## config.mk

```make
export PLATFORM = sky130hd
export DESIGN_NAME = encoder_pwm_capture_history
export DESIGN_NICKNAME = d
export VERILOG_FILES = /design/src/rtl/core/ecph_pkg.sv /design/src/rtl/core/ecph_joint.sv /design/src/rtl/core/ecph_hist_mem.sv /design/src/rtl/core/ecph_readout.sv /design/src/rtl/core/encoder_pwm_capture_history.sv
export SDC_FILE = /design/constraint.sdc
export NUM_CORES = 1
export LEC_CHECK = 0
export ABC_CLOCK_PERIOD_IN_PS = 6900
export BUFFER_PORTS_ARGS = -buffer_cell sky130_fd_sc_hd__buf_4
export CAP_MARGIN = 20
export CORE_ASPECT_RATIO = 0.75
export CORE_MARGIN = 4
export CORE_UTILIZATION = 47
export DETAILED_ROUTE_END_ITERATION = 7
export PLACE_DENSITY = 0.62
export SYNTH_ARGS = -nofsm -noshare
export SYNTH_HDL_FRONTEND = slang
export SYNTH_SLANG_ARGS = --single-unit
```

## constraint.sdc

```tcl
create_clock -name clock -period 6.9 [get_ports clock]
set_input_delay 0.69 -clock clock [delete_from_list [all_inputs] [get_ports clock]]
set_output_delay 0.69 -clock clock [all_outputs]
set_load 0.01 [all_outputs]
```

## src/rtl/core/ecph_pkg.sv

```systemverilog
// Shared types and constants for the encoder PWM capture history block.
package ecph_pkg;

   localparam int DATA_W = 16;
   localparam int CMD_W  = 8;
   localparam int DUTY_W = 8;

   localparam logic [CMD_W-1:0] CAL_CODE_RESET = 8'd127;
   localparam logic [CMD_W-1:0] CMD_STOP       = 8'd0;

   localparam logic JOINT_LOWER = 1'b0;
   localparam logic JOINT_UPPER = 1'b1;

   // History write strobes from one joint into its memory
   typedef struct packed {
      logic sum;
      logic period;
   } hist_we_type;

   // Motor bridge drive settings
   typedef struct packed {
      logic              enable;
      logic              reverse;
      logic              forward;
      logic [DUTY_W-1:0] duty;
   } drive_type;

   // Read request from the readout sequencer
   typedef struct packed {
      logic en;
      logic joint;
      logic period;
   } rd_req_type;

endpackage

```

## src/rtl/core/ecph_joint.sv

```systemverilog
// Per-joint PWM edge capture: tick counter, high-time sum, fall count, write index.
module ecph_joint
   import ecph_pkg::*;
#(
   parameter int HISTORY_DEPTH = 8,
   parameter int SUMMED_FALLS  = 4,
   parameter int WINDOW_FALLS  = 8,
   parameter int COUNT_WIDTH   = 16,
   localparam int IDX_W = $clog2(HISTORY_DEPTH),
   localparam int FC_W  = (WINDOW_FALLS > 1) ? $clog2(WINDOW_FALLS) : 1
) (
   input  logic                   clock,
   input  logic                   reset,
   input  logic                   tick_en,
   input  logic                   level,
   output hist_we_type            wr_en,
   output logic [IDX_W-1:0]       wr_addr,
   output logic [COUNT_WIDTH-1:0] wr_sum,
   output logic [COUNT_WIDTH-1:0] wr_period,
   output logic [IDX_W-1:0]       widx
);

   logic                   prev_ff, prev_in;
   logic [COUNT_WIDTH-1:0] cnt_ff, cnt_in;
   logic [COUNT_WIDTH-1:0] sum_ff, sum_in;
   logic [FC_W-1:0]        fc_ff, fc_in;
   logic [IDX_W-1:0]       widx_ff, widx_in;
   logic [COUNT_WIDTH-1:0] cnt_inc, sum_add;
   logic                   rise, fall, summing, closing;

   assign cnt_inc = cnt_ff + 1'b1;
   assign sum_add = sum_ff + cnt_inc;
   assign rise    = level & ~prev_ff;
   assign fall    = ~level & prev_ff;
   assign summing = 32'(fc_ff) < SUMMED_FALLS;
   assign closing = 32'(fc_ff) == (SUMMED_FALLS - 1);

   always_comb begin
      prev_in = prev_ff;
      cnt_in  = cnt_ff;
      sum_in  = sum_ff;
      fc_in   = fc_ff;
      widx_in = widx_ff;
      wr_en   = '0;
      if (tick_en) begin
         prev_in = level;
         cnt_in  = cnt_inc;
         if (rise) begin
            wr_en.period = 1'b1;
            cnt_in       = '0;
         end else if (fall) begin
            if (summing) begin
               sum_in = sum_add;
            end
            if (closing) begin
               wr_en.sum = 1'b1;
               sum_in    = '0;
               widx_in   = (widx_ff == IDX_W'(HISTORY_DEPTH - 1)) ? '0 : widx_ff + 1'b1;
            end
            fc_in = (fc_ff == FC_W'(WINDOW_FALLS - 1)) ? '0 : fc_ff + 1'b1;
         end
      end
   end

   always_ff @(posedge clock) begin
      if (reset) begin
         prev_ff <= 1'b0;
         cnt_ff  <= '0;
         sum_ff  <= '0;
         fc_ff   <= '0;
         widx_ff <= '0;
      end else begin
         prev_ff <= prev_in;
         cnt_ff  <= cnt_in;
         sum_ff  <= sum_in;
         fc_ff   <= fc_in;
         widx_ff <= widx_in;
      end
   end

   assign wr_addr   = widx_ff;
   assign wr_sum    = sum_add;
   assign wr_period = cnt_inc;
   assign widx      = widx_ff;

endmodule

```

## src/rtl/core/ecph_hist_mem.sv

```systemverilog
// History memory of one joint: sum and period halves, one read port, registered read.
module ecph_hist_mem
   import ecph_pkg::*;
#(
   parameter int HISTORY_DEPTH = 8,
   parameter int COUNT_WIDTH   = 16,
   localparam int IDX_W = $clog2(HISTORY_DEPTH)
) (
   input  logic                   clock,
   input  logic                   reset,
   input  hist_we_type            wr_en,
   input  logic [IDX_W-1:0]       wr_addr,
   input  logic [COUNT_WIDTH-1:0] wr_sum,
   input  logic [COUNT_WIDTH-1:0] wr_period,
   input  logic                   rd_en,
   input  logic                   rd_period,
   input  logic [IDX_W-1:0]       rd_addr,
   output logic [COUNT_WIDTH-1:0] rd_data
);

   logic [2*COUNT_WIDTH-1:0] hist_mem [HISTORY_DEPTH];
   logic [HISTORY_DEPTH-1:0] sum_vld_ff;
   logic [HISTORY_DEPTH-1:0] per_vld_ff;
   logic [COUNT_WIDTH-1:0]   rd_data_ff;

   // Sum in the low half, period in the high half
   always_ff @(posedge clock) begin
      if (wr_en.sum) begin
         hist_mem[wr_addr][COUNT_WIDTH-1:0] <= wr_sum;
      end
      if (wr_en.period) begin
         hist_mem[wr_addr][2*COUNT_WIDTH-1:COUNT_WIDTH] <= wr_period;
      end
   end

   // Entries never written read as zero
   always_ff @(posedge clock) begin
      if (reset) begin
         sum_vld_ff <= '0;
         per_vld_ff <= '0;
      end else begin
         if (wr_en.sum) begin
            sum_vld_ff[wr_addr] <= 1'b1;
         end
         if (wr_en.period) begin
            per_vld_ff[wr_addr] <= 1'b1;
         end
      end
   end

   always_ff @(posedge clock) begin
      if (rd_en) begin
         if (rd_period) begin
            rd_data_ff <= per_vld_ff[rd_addr] ?
                          hist_mem[rd_addr][2*COUNT_WIDTH-1:COUNT_WIDTH] : '0;
         end else begin
            rd_data_ff <= sum_vld_ff[rd_addr] ? hist_mem[rd_addr][COUNT_WIDTH-1:0] : '0;
         end
      end
   end

   assign rd_data = rd_data_ff;

endmodule

```

## src/rtl/core/ecph_readout.sv

```systemverilog
// Readout sequencer: walks both joint histories oldest first and holds the output beat.
module ecph_readout
   import ecph_pkg::*;
#(
   parameter int HISTORY_DEPTH = 8,
   localparam int IDX_W = $clog2(HISTORY_DEPTH)
) (
   input  logic             clock,
   input  logic             reset,
   input  logic             start,
   input  logic             start_period,
   input  drive_type        start_drive,
   input  logic [IDX_W-1:0] lower_widx,
   input  logic [IDX_W-1:0] upper_widx,
   input  logic             rsp_stall,
   output rd_req_type       rd_req,
   output logic [IDX_W-1:0] rd_addr,
   output logic             busy,
   output logic             rsp_valid,
   output logic             rsp_last,
   output logic             rsp_joint,
   output drive_type        rsp_drive
);

   logic             busy_ff, busy_in;
   logic             joint_ff, joint_in;
   logic [IDX_W-1:0] pos_ff, pos_in;
   logic [IDX_W-1:0] ptr_ff, ptr_in;
   logic             period_ff, period_in;
   drive_type        drive_ff, drive_in;
   logic             rsp_valid_ff, rsp_valid_in;
   logic             rsp_last_ff, rsp_last_in;
   logic             rsp_joint_ff, rsp_joint_in;
   drive_type        rsp_drive_ff, rsp_drive_in;
   logic             issue, pos_end;
   logic [IDX_W-1:0] addr;

   assign issue   = busy_ff & (~rsp_valid_ff | ~rsp_stall);
   assign pos_end = pos_ff == IDX_W'(HISTORY_DEPTH - 1);
   // First word of a joint starts at its write index, the oldest entry
   assign addr    = (pos_ff == '0) ? ((joint_ff == JOINT_UPPER) ? upper_widx : lower_widx)
                                   : ptr_ff;

   always_comb begin
      busy_in      = busy_ff;
      joint_in     = joint_ff;
      pos_in       = pos_ff;
      ptr_in       = ptr_ff;
      period_in    = period_ff;
      drive_in     = drive_ff;
      rsp_valid_in = rsp_valid_ff & rsp_stall;
      rsp_last_in  = rsp_last_ff;
      rsp_joint_in = rsp_joint_ff;
      rsp_drive_in = rsp_drive_ff;
      if (start) begin
         busy_in   = 1'b1;
         joint_in  = JOINT_LOWER;
         pos_in    = '0;
         period_in = start_period;
         drive_in  = start_drive;
      end else if (issue) begin
         ptr_in       = (addr == IDX_W'(HISTORY_DEPTH - 1)) ? '0 : addr + 1'b1;
         rsp_valid_in = 1'b1;
         rsp_last_in  = (joint_ff == JOINT_UPPER) & pos_end;
         rsp_joint_in = joint_ff;
         rsp_drive_in = drive_ff;
         if (pos_end) begin
            pos_in = '0;
            if (joint_ff == JOINT_UPPER) begin
               busy_in = 1'b0;
            end else begin
               joint_in = JOINT_UPPER;
            end
         end else begin
            pos_in = pos_ff + 1'b1;
         end
      end
   end

   always_ff @(posedge clock) begin
      if (reset) begin
         busy_ff      <= 1'b0;
         joint_ff     <= JOINT_LOWER;
         pos_ff       <= '0;
         rsp_valid_ff <= 1'b0;
      end else begin
         busy_ff      <= busy_in;
         joint_ff     <= joint_in;
         pos_ff       <= pos_in;
         rsp_valid_ff <= rsp_valid_in;
      end
   end

   always_ff @(posedge clock) begin
      ptr_ff       <= ptr_in;
      period_ff    <= period_in;
      drive_ff     <= drive_in;
      rsp_last_ff  <= rsp_last_in;
      rsp_joint_ff <= rsp_joint_in;
      rsp_drive_ff <= rsp_drive_in;
   end

   assign rd_req.en     = issue;
   assign rd_req.joint  = joint_ff;
   assign rd_req.period = period_ff;
   assign rd_addr       = addr;
   assign busy          = busy_ff;
   assign rsp_valid     = rsp_valid_ff;
   assign rsp_last      = rsp_last_ff;
   assign rsp_joint     = rsp_joint_ff;
   assign rsp_drive     = rsp_drive_ff;

endmodule

```

## src/rtl/core/encoder_pwm_capture_history.sv

```systemverilog
// Top level of the two-joint encoder PWM capture block with history readout.
// Each req beat is one timer tick: it carries the PWM levels of the lower and
// upper joint encoders and, optionally, a command byte. Every tick advances a
// wrapping tick counter per joint; a rising edge stores the count as a period
// and clears it, falling edges accumulate high time over the first
// SUMMED_FALLS falls of each WINDOW_FALLS window, and the closing fall stores
// the sum and advances that joint's write index. Histories live in one
// synchronous memory per joint (sum and period halves) and read as zero until
// written. A command sets the motor drive (zero or the calibration code stops
// it, bit 7 selects reverse, duty is the byte shifted left by one) and then
// streams 2*HISTORY_DEPTH rsp beats, lower joint first, oldest entry first:
// sums, or periods after the calibration code. After a command tick, req_stall
// stays high while the sequencer issues one memory read per cycle, pausing
// while rsp_stall holds the output register. The calibration code resets to
// 127 and is written through csr_write_enable/csr_write_data.
module encoder_pwm_capture_history
   import ecph_pkg::*;
#(
   parameter int HISTORY_DEPTH = 8,
   parameter int SUMMED_FALLS  = 4,
   parameter int WINDOW_FALLS  = 8,
   parameter int COUNT_WIDTH   = 16
) (
   input  logic              clock,
   input  logic              reset,
   input  logic              req_valid,
   output logic              req_stall,
   input  logic              req_upper_level,
   input  logic              req_lower_level,
   input  logic              req_command_valid,
   input  logic [CMD_W-1:0]  req_command_byte,
   output logic              rsp_valid,
   input  logic              rsp_stall,
   output logic [DATA_W-1:0] rsp_data_word,
   output logic              rsp_last_word,
   output logic              rsp_drive_enable,
   output logic              rsp_drive_reverse,
   output logic              rsp_drive_forward,
   output logic [DUTY_W-1:0] rsp_duty,
   input  logic              csr_write_enable,
   input  logic [CMD_W-1:0]  csr_write_data
);

   localparam int IDX_W = $clog2(HISTORY_DEPTH);

   logic [CMD_W-1:0]       cal_code_ff;
   drive_type              drive_ff, drive_in;
   logic                   tick_acc, cmd_start, cmd_calib;

   hist_we_type            lo_we, up_we;
   logic [IDX_W-1:0]       lo_waddr, up_waddr, lo_widx, up_widx;
   logic [COUNT_WIDTH-1:0] lo_wsum, up_wsum, lo_wper, up_wper;
   logic [COUNT_WIDTH-1:0] lo_rdata, up_rdata;

   rd_req_type             rd_req;
   logic [IDX_W-1:0]       rd_addr;
   logic                   busy, rsp_last, rsp_joint;
   drive_type              rsp_drive;
   logic [COUNT_WIDTH+DATA_W-1:0] word_ext;

   // Hold off ticks while a readout is still issuing reads
   assign req_stall = busy;
   assign tick_acc  = req_valid & ~req_stall;
   assign cmd_start = tick_acc & req_command_valid;
   assign cmd_calib = req_command_byte == cal_code_ff;

   always_ff @(posedge clock) begin
      if (reset) begin
         cal_code_ff <= CAL_CODE_RESET;
      end else if (csr_write_enable) begin
         cal_code_ff <= csr_write_data;
      end
   end

   // Decode the sign-magnitude command into bridge controls
   always_comb begin
      drive_in = drive_ff;
      if (cmd_start) begin
         if ((req_command_byte == CMD_STOP) || cmd_calib) begin
            drive_in = '0;
         end else begin
            drive_in.enable  = 1'b1;
            drive_in.reverse = req_command_byte[CMD_W-1];
            drive_in.forward = ~req_command_byte[CMD_W-1];
            drive_in.duty    = {req_command_byte[DUTY_W-2:0], 1'b0};
         end
      end
   end

   always_ff @(posedge clock) begin
      if (reset) begin
         drive_ff <= '0;
      end else begin
         drive_ff <= drive_in;
      end
   end

   ecph_joint #(
      .HISTORY_DEPTH (HISTORY_DEPTH),
      .SUMMED_FALLS  (SUMMED_FALLS),
      .WINDOW_FALLS  (WINDOW_FALLS),
      .COUNT_WIDTH   (COUNT_WIDTH)
   ) u_joint_lower (
      .clock     (clock),
      .reset     (reset),
      .tick_en   (tick_acc),
      .level     (req_lower_level),
      .wr_en     (lo_we),
      .wr_addr   (lo_waddr),
      .wr_sum    (lo_wsum),
      .wr_period (lo_wper),
      .widx      (lo_widx)
   );

   ecph_joint #(
      .HISTORY_DEPTH (HISTORY_DEPTH),
      .SUMMED_FALLS  (SUMMED_FALLS),
      .WINDOW_FALLS  (WINDOW_FALLS),
      .COUNT_WIDTH   (COUNT_WIDTH)
   ) u_joint_upper (
      .clock     (clock),
      .reset     (reset),
      .tick_en   (tick_acc),
      .level     (req_upper_level),
      .wr_en     (up_we),
      .wr_addr   (up_waddr),
      .wr_sum    (up_wsum),
      .wr_period (up_wper),
      .widx      (up_widx)
   );

   ecph_hist_mem #(
      .HISTORY_DEPTH (HISTORY_DEPTH),
      .COUNT_WIDTH   (COUNT_WIDTH)
   ) u_mem_lower (
      .clock     (clock),
      .reset     (reset),
      .wr_en     (lo_we),
      .wr_addr   (lo_waddr),
      .wr_sum    (lo_wsum),
      .wr_period (lo_wper),
      .rd_en     (rd_req.en & (rd_req.joint == JOINT_LOWER)),
      .rd_period (rd_req.period),
      .rd_addr   (rd_addr),
      .rd_data   (lo_rdata)
   );

   ecph_hist_mem #(
      .HISTORY_DEPTH (HISTORY_DEPTH),
      .COUNT_WIDTH   (COUNT_WIDTH)
   ) u_mem_upper (
      .clock     (clock),
      .reset     (reset),
      .wr_en     (up_we),
      .wr_addr   (up_waddr),
      .wr_sum    (up_wsum),
      .wr_period (up_wper),
      .rd_en     (rd_req.en & (rd_req.joint == JOINT_UPPER)),
      .rd_period (rd_req.period),
      .rd_addr   (rd_addr),
      .rd_data   (up_rdata)
   );

   // Reads start once busy is registered after the command tick, so its edge writes are seen
   ecph_readout #(
      .HISTORY_DEPTH (HISTORY_DEPTH)
   ) u_readout (
      .clock        (clock),
      .reset        (reset),
      .start        (cmd_start),
      .start_period (cmd_calib),
      .start_drive  (drive_in),
      .lower_widx   (lo_widx),
      .upper_widx   (up_widx),
      .rsp_stall    (rsp_stall),
      .rd_req       (rd_req),
      .rd_addr      (rd_addr),
      .busy         (busy),
      .rsp_valid    (rsp_valid),
      .rsp_last     (rsp_last),
      .rsp_joint    (rsp_joint),
      .rsp_drive    (rsp_drive)
   );

   // Pick the joint's read register and fit the count to the word width
   assign word_ext          = {DATA_W'(0), (rsp_joint == JOINT_UPPER) ? up_rdata : lo_rdata};
   assign rsp_data_word     = word_ext[DATA_W-1:0];
   assign rsp_last_word     = rsp_last;
   assign rsp_drive_enable  = rsp_drive.enable;
   assign rsp_drive_reverse = rsp_drive.reverse;
   assign rsp_drive_forward = rsp_drive.forward;
   assign rsp_duty          = rsp_drive.duty;

`ifndef SYNTHESIS
   // A command beat always opens a readout
   a_cmd_starts_readout: assert property (@(posedge clock) disable iff (reset)
      cmd_start |=> req_stall)
      else $error("command beat did not start a readout");

   // A joint never writes both history halves on one tick
   a_one_write_per_joint: assert property (@(posedge clock) disable iff (reset)
      !(lo_we.sum && lo_we.period) && !(up_we.sum && up_we.period))
      else $error("sum and period written on the same tick");

   // A stalled readout beat holds its payload
   a_rsp_hold: assert property (@(posedge clock) disable iff (reset)
      rsp_valid && rsp_stall |=> rsp_valid && $stable(rsp_data_word) && $stable(rsp_last_word))
      else $error("stalled readout beat changed");

   // Reads go out only while a readout is active
   a_read_while_busy: assert property (@(posedge clock) disable iff (reset)
      rd_req.en |-> busy && !tick_acc)
      else $error("history read outside a readout");
`endif

endmodule
```

==> results of run 1 <==
per-stage QoR:
| step | setup WS [ns] | std cells | cell area, sq um | total power [mW] |
|---|---|---|---|---|
| global placement | 2.84 | 2817 | 30900 | 5.07 |
| global route | 2.27 | 2946 | 33300 | 9.24 |
| detailed placement | 2.62 | 2817 | 30900 | 5.08 |
| finish | 2.57 | 2947 | 33300 | 8.96 |
| floorplan | 3.41 | 2002 | 29600 | 4.95 |
| CTS | 2.58 | 2944 | 33300 | 9.04 |
power groups by stage:
stage          Sequential [mW]  Clock [mW]  Combinational, mW
2_1_floorplan             4.70           0              0.243
3_3_place_gp              4.71           0              0.366
3_5_place_dp              4.71           0              0.371
4_1_cts                   4.62        4.05              0.372
5_1_grt                   4.62        4.22              0.400
6_report                  4.62        3.97              0.373
layout make-up:
type | count | area [sq um] | area share (%)
clock buffer | 90 | 1980 | 5.94
timing repair buffer | 109 | 831 | 2.49
sequential | 707 | 19900 | 59.6
inverter | 24 | 90.1 | 0.270
antenna | 1 | 2.50 | 0.00751
multi-input combinational | 1169 | 9120 | 27.4
tap | 810 | 1010 | 3.04
clock inverter | 37 | 424 | 1.27
placed cells by master (no fill, tap or decap), drive strengths merged, types with 8 or more instances in the layout:
cell    Yosys  routed
nor4        8       8
clkbuf     52      91
o21a       18      18
a22oi     100     100
nor3       32      32
nand3      21      21
bufinv      0       9
dfxtp     135     135
and2       21      21
xor2       31      31
edfxtp    572     572
mux2      147     147
ha         53      53
nor2      148     148
o22ai      34      34
nand4      10      10
a21o       13      13
o21ai      34      34
or3         8       8
mux2i     163     163
a21oi      56      56
o221ai     64      64
buf        50     108
inv        24      26
xnor2      30      30
nand2      92      92
clkinv      0      24
worst max-delay path, delay by kind of cell, from the launching register on:
| family | cells | cell delay, ns |
|---|---|---|
| and+or+nand+nor | 4 | 1.06 |
| DFF | 1 | 0.38 |
| AOI/OAI and AO/OA | 3 | 0.60 |
| xor gates and xnor gates | 3 | 1.37 |
| adders and majority gates | 2 | 0.64 |
Yosys cell counts (4+ instances only):
cell type,n,area [sq um]
mux2i_1,161,1610
nor4_1,7,43.8
a21o_1,13,97.6
nand4_1,10,62.6
o22ai_1,34,213
a22o_1,7,61.3
xor2_1,30,263
o21ai_0,31,155
and3_1,7,43.8
a22oi_1,100,751
xnor2_1,30,263
a31oi_1,7,43.8
dfxtp_1,135,2700
nand2b_1,7,43.8
nor2b_1,6,37.5
a21oi_1,56,280
or3_1,8,50.1
buf_6,13,146
o221ai_1,64,561
clkbuf_1,52,195
buf_2,24,120
a32oi_2,4,65.1
nand3_1,21,105
buf_12,6,120
o21a_1,18,135
mux2_2,144,1620
nor2_1,146,548
nand2_1,92,345
nor3_1,32,160
inv_1,23,86.3
and2_1,21,131
ha_1,53,663
o21bai_1,4,30.0
a32o_1,4,40.0
edfxtp_1,572,17200
final timing paths:
path / endpoint / cells after the start
worst max-delay path: u_mem_lower.hist_mem[6][15]$_DFFE_PP_ / 12
worst min-delay path: cal_code_ff[5]$_SDFFE_PP1P_ / 3
worst min register to register: u_readout.rsp_drive[2]$_DFFE_PP_ / 0
worst max register to register: u_mem_lower.hist_mem[6][15]$_DFFE_PP_ / 12
routing by layer:
metal | vias to the layer above | wire (um) | track usage, % | share of wire (%)
met2 | 604 | 30000 | 30.3 | 42
met3 | 91 | 6010 | 4.92 | 8.3
met1 | 8793 | 34800 | 33.3 | 48
li1 | 7910 | - | - | -
met5 | - | 0 | 0 | 0
met4 | 0 | 1420 | 4.97 | 2.0
logic make-up after synthesis:
family / Yosys count
multiplexers: 310
buffers and inverters: 126
AO/OA/AOI/OAI: 368
XOR/XNOR: 61
flip-flops: 707
AND/OR/NAND/NOR: 375
adder cells (fa/ha/maj): 55
state kept, by name (all words and copies together), names as in the netlist, 8 cells and up:
name and cells:
u_mem_lower.hist_mem 256, u_mem_upper.hist_mem 256, u_joint_lower.cnt_ff 16, u_joint_lower.sum_ff 16, u_joint_upper.cnt_ff 16, u_joint_upper.sum_ff 16
u_mem_lower.rd_data 16, u_mem_upper.rd_data 16, drive_ff 11, u_readout.drive_ff 11, u_readout.rsp_drive 11, cal_code_ff 8
u_mem_lower.per_vld_ff 8, u_mem_lower.sum_vld_ff 8, u_mem_upper.per_vld_ff 8, u_mem_upper.sum_vld_ff 8
==> impl_metrics.toml, run 1 <==
[status]
status = "complete, no violations"

[pwr]
p_clk_share_pct = 44.3
p_leak_nw = 13.0
vdd_ir_drop_max_v = 0.000167
p_int_mw = 7.10
p_per_area_mw_per_mm2 = 269
p_sw_share_pct = 20.8
power_frac_seq_pct = 51.5
p_switching_mw = 1.86
p_comb_share_pct = 4.2

[setup_path]
cp.arrival_ns = 4.66
critPathMaxStageDelay_ns = 0.73
crit_start = "u_joint_lower.cnt_ff[1]$_SDFFE_PP0P_"
crit_chain = "ha_1 -> nand3_1 -> nor3_1 -> nand4_1 -> xnor2_1 -> ha_1 -> a21o_1 -> a211oi_1 -> and3_1 -> a21oi_1 -> xnor2_1 -> xnor2_1"
critPathSlowestCell = "xnor2_1"
endpoint_kind = "flip-flop"
critical_path.max_fanout = 10
required_ns = 7.23
crit_type = "flip-flop to flip-flop"
path_common_cell = "xnor2_1"
rrSetupSlack_ns = 2.57
rr_startpoint = "u_joint_lower.cnt_ff[1]$_SDFFE_PP0P_"
startpoint_type = "flip-flop"

[sta]
max_slew.worst_pin.slew_ns = 1.14
period_share_pct = 62.8
rsz0062_at_grt = "no"
finalClockSkew_ns = 0.0256
max_freq_ghz = 0.231
setup_violations = 0
final_max_slew_viol_count = 0
slew_headroom_pct = 23.9
final_hold_viol_count = 0
finalWorstPathRequiredPeriod_ns = 4.33
setup-tns-final_ns = 0
whs_ns = 0.296

[die]
num_rows = 79
die_area_sq_mm = 0.0671
core_area_sq_mm = 0.0622
die_w_um = 298
die_y_um = 225
ioPinCount = 54
start_util_pct = 47.6

[cts]
htreeDepth = 3
ctsHoldBuffers = 0
path_clk_slew_ns = 0.06
cts_sinks = 707
clk_latency_ns = 0.63
cts_made_buffers = 71
cts_tree = "done"
root_buffer = "clkbuf_16"
postCtsSetupRepairBufs = 0
max-clock-path-buffers = 3
ctsResizeCount = 0

[logic_synthesis]
synth_cell_types = 73
synth_compound_area_share_pct = 9.00
synth_edf_count = 572
synth_top_family_by_area = "multiplexers"
synth.avg_cell_area_sq_um = 14.8
synth_xor_area_share_pct = 1.83
synth_warnings = 0
synth-seq-cells = 707
synth_ff_type = "edfxtp_1"
synthCells = 2002
synth_fa_ha_area_share_pct = 2.38
ys_seq_area_share_pct = 67.2
synthSimpleGateAreaFrac_pct = 5.90
synthMuxAreaShare_pct = 11.2
ys_async_sr_fraction_pct = 0
syn_area_sq_mm = 0.0296
synth_fp_nets = 2081

[routing]
dr.pass1.iters = 5
via_per_inst = 5.90
drt-total-wl_mm = 72.3
wl_per_cell_um = 24.5
drcViolationCount = 0
num_vias = 17400
ant_nets = 0
drtIter0Drc = 1559

[hold_path]
min_path_type = "primary input to flip-flop"
holdCritStartpoint = "csr_write_data[5]"

[placed_design]
post-dp-hpwl_mm = 43.7
globalplace.congestion = 0.853
port_buffers = 53

[global_routing]
antenna_found_initial = 0
grt_pass1_wl_mm = 108
grt_pass1_vias = 16900
grt_max_degree = 153
grt_util_all_layers_pct = 21.3
grt-ovfl-total = 0

[final_layout]
final_core_util_pct = 53.6
drive_gt1_share_pct = 19.2
nFillCells = 4952
nets = 2161
syn2layout_area_growth_pct = 12.7

[flow_run]
max_cap_viol_count = 0
Power figures use the tool's default switching activity.
==> inputs of run 2 (changes only) <==
--- a/config.mk
+++ b/config.mk
@@ -5,7 +5,7 @@
 export SDC_FILE = /design/constraint.sdc
 export NUM_CORES = 1
 export LEC_CHECK = 0
-export ABC_CLOCK_PERIOD_IN_PS = 6900
+export ABC_CLOCK_PERIOD_IN_PS = 4300
 export BUFFER_PORTS_ARGS = -buffer_cell sky130_fd_sc_hd__buf_4
 export CAP_MARGIN = 20
 export CORE_ASPECT_RATIO = 0.75
==> constraint.sdc (replaced) <==
create_clock -name clock -period 4.3 [get_ports clock]
set_input_delay 0.43 -clock clock [delete_from_list [all_inputs] [get_ports clock]]
set_output_delay 0.43 -clock clock [all_outputs]
set_load 0.01 [all_outputs]
==> run 2 against run 1 <==
Final area increased by 0.50%. Die area unchanged. Combinational power up 68%. Highest routed layer unchanged.
==> impl_metrics.toml, run 2 (same netlist as run 1, synthesis figures left out) <==
[status]
status = "complete, no violations"

[sta]
final_max_slew_viol_count = 0
period_share_pct = 92.1
max_slew.worst_pin.slew_ns = 1.09
final_hold_viol_count = 0
finalWorstPathRequiredPeriod_ns = 3.96
setup-tns-final_ns = 0
whs_ns = 0.0438
setup_violations = 0
finalClockSkew_ns = 0.0247
rsz0062_at_grt = "no"
max_freq_ghz = 0.253
slew_headroom_pct = 27.6

[cts]
max-clock-path-buffers = 3
htreeDepth = 3
cts_tree = "done"
cts_sinks = 707
path_clk_slew_ns = 0.06
ctsHoldBuffers = 0
clk_latency_ns = 0.61
cts_made_buffers = 70
root_buffer = "clkbuf_16"
postCtsSetupRepairBufs = 0

[hold_path]
holdPathEnd = "cal_code_ff[5]$_SDFFE_PP1P_"
holdCritStartpoint = "csr_write_data[5]"
min_path_type = "primary input to flip-flop"
whs_path_depth = 3

[final_layout]
drive_gt1_share_pct = 20.3
layout_common_cells = "edfxtp_1, mux2i_1, mux2_2"
top_regs = "u_mem_lower.hist_mem: 256 flops, u_mem_upper.hist_mem: 256 flops"
final_cells = 2980
nets = 2196
syn2layout_area_growth_pct = 13.2
final_common_cell = "edfxtp_1"
nFillCells = 4975

[die]
core_area_sq_mm = 0.0622
num_rows = 79
die_area_sq_mm = 0.0671
start_util_pct = 47.6
die_y_um = 225
die_w_um = 298
ioPinCount = 54

[setup_path]
crit_type = "flip-flop to flip-flop"
endpoint_kind = "flip-flop"
critPathMaxStageDelay_ns = 0.54
critPathSlowestCell = "xnor2_1"
rr_startpoint = "u_joint_upper.cnt_ff[3]$_SDFFE_PP0P_"
critPathBufInv = 0
startpoint_type = "flip-flop"
path_common_cell = "xnor2_1"
reg2regPathDepth = 10
r2r-end = "u_mem_upper.hist_mem[5][15]$_DFFE_PP_"
required_ns = 4.62
rrSetupSlack_ns = 0.34
critical_path.max_fanout = 9
crit_family = "simple AND/OR/NAND/NOR gates"
cp.arrival_ns = 4.28
crit_chain = "nand4_1 -> nor3_1 -> nand3_1 -> xnor2_2 -> ha_1 -> a211o_1 -> or3_1 -> o21ba_2 -> xnor2_1 -> xnor2_1"

[pwr]
p_per_area_mw_per_mm2 = 417
power.total_mw = 14.0
vdd_ir_drop_max_v = 0.000236
p_leak_nw = 13.1

[routing]
num_vias = 17600
dr.pass1.iters = 5
via_per_inst = 5.90
drcViolationCount = 0
drtIter0Drc = 1402
ant_nets = 0
drt-total-wl_mm = 71.7
wl_per_cell_um = 24.1

[flow_run]
max_cap_viol_count = 0

[global_routing]
grt_pass1_wl_mm = 107
grt-ovfl-total = 0
antenna_found_initial = 0
grt_pass1_vias = 17200
grt_util_all_layers_pct = 21.2
grt_max_degree = 85

[placed_design]
globalplace.congestion = 0.918
post-dp-hpwl_mm = 44.7
port_buffers = 53
placed_cells = 2855
-- run 2: changes by cell type in the layout (fill, tap and decap cells not counted), moves of 2 or more --
cell       delta
clkinv_2      +3
xor2_1        -2
clkbuf_8      -6
buf_12        +5
xor2_2        +2
bufinv_16     -4
buf_4        +31
clkbuf_1      +5
nor2_4        -2
xnor2_2       +2
nor2_2        +2
xnor2_1       -2
-- run 2: stage by stage --
| stage | area, sq um | util, % | setup slack, ns |
|---|---|---|---|
| 6_report | 33500 | 53.9 | 0.340 |
| 5_1_grt | 33500 | 53.9 | 0.00421 |
| 4_1_cts | 33500 | 53.8 | 0.174 |
| 3_5_place_dp | 31300 | 50.3 | 0.171 |
| 3_3_place_gp | 31200 | 50.3 | 0.419 |
| 2_1_floorplan | 29600 | - | 0.832 |
-- run 2: how the worst max path moves through the flow --
stage                                               startpoint                                    end  slack, ns  cells after the start
after detailed placement  u_joint_upper.cnt_ff[3]$_SDFFE_PP0P_  u_mem_upper.hist_mem[0][15]$_DFFE_PP_       0.17                     10
after global placement    u_joint_upper.cnt_ff[3]$_SDFFE_PP0P_  u_mem_upper.hist_mem[0][15]$_DFFE_PP_       0.42                     10
final                     u_joint_upper.cnt_ff[3]$_SDFFE_PP0P_  u_mem_upper.hist_mem[5][15]$_DFFE_PP_       0.34                     10
after CTS                 u_joint_upper.cnt_ff[3]$_SDFFE_PP0P_  u_mem_upper.hist_mem[5][15]$_DFFE_PP_       0.17                     10
after global routing      u_joint_lower.cnt_ff[0]$_SDFFE_PP0P_  u_mem_lower.hist_mem[4][15]$_DFFE_PP_      0.004                     11
after floorplan           u_joint_upper.cnt_ff[3]$_SDFFE_PP0P_  u_mem_upper.hist_mem[0][15]$_DFFE_PP_       0.83                     10
-- run 2: power by group --
part | total [mW] | switching, mW | internal (mW) | leakage [nW]
Sequential | 7.41 | 0.0250 | 7.38 | 6.73
Combinational | 0.625 | 0.393 | 0.233 | 5.30
Clock | 5.95 | 2.52 | 3.43 | 1.09
Total | 14.0 | 2.94 | 11.0 | 13.1
-- run 2: repair_timing --
action,4_1_cts,5_1_grt
hold endpoints to repair,0,0
endpoints found under the setup margin,0,25
resized for setup,0,4
-- run 2: routing by layer --
| layer | track usage (%) | vias up | routed length, um |
|---|---|---|---|
| met5 | 0 | - | 0 |
| met1 | 32.4 | 8870 | 34500 |
| met2 | 30.9 | 619 | 30200 |
| li1 | - | 7985 | - |
| met3 | 3.94 | 121 | 5240 |
| met4 | 6.09 | 0 | 1770 |
-- run 2: layout make-up --
| class | count | area, sq um | share of cell area (%) |
|---|---|---|---|
| Clock inverter | 35 | 319 | 0.952 |
| Multi-Input combinational cell | 1169 | 9140 | 27.3 |
| Clock buffer | 88 | 1890 | 5.65 |
| Sequential cell | 707 | 19900 | 59.3 |
| Tap cell | 810 | 1010 | 3.02 |
| Timing Repair Buffer | 145 | 1170 | 3.50 |
| Antenna cell | 2 | 5.00 | 0.0149 |
| Inverter | 24 | 90.1 | 0.269 |
-- run 2: worst reg2reg max path, delay by kind of cell, from the launching register on --
kind / cells / cell delay [ns]
and+or+nand+nor: 4 / 1.22
xor gates and xnor gates: 3 / 1.13
AOI/OAI and AO/OA: 2 / 0.52
DFF: 1 / 0.44
adders and majority gates: 1 / 0.38
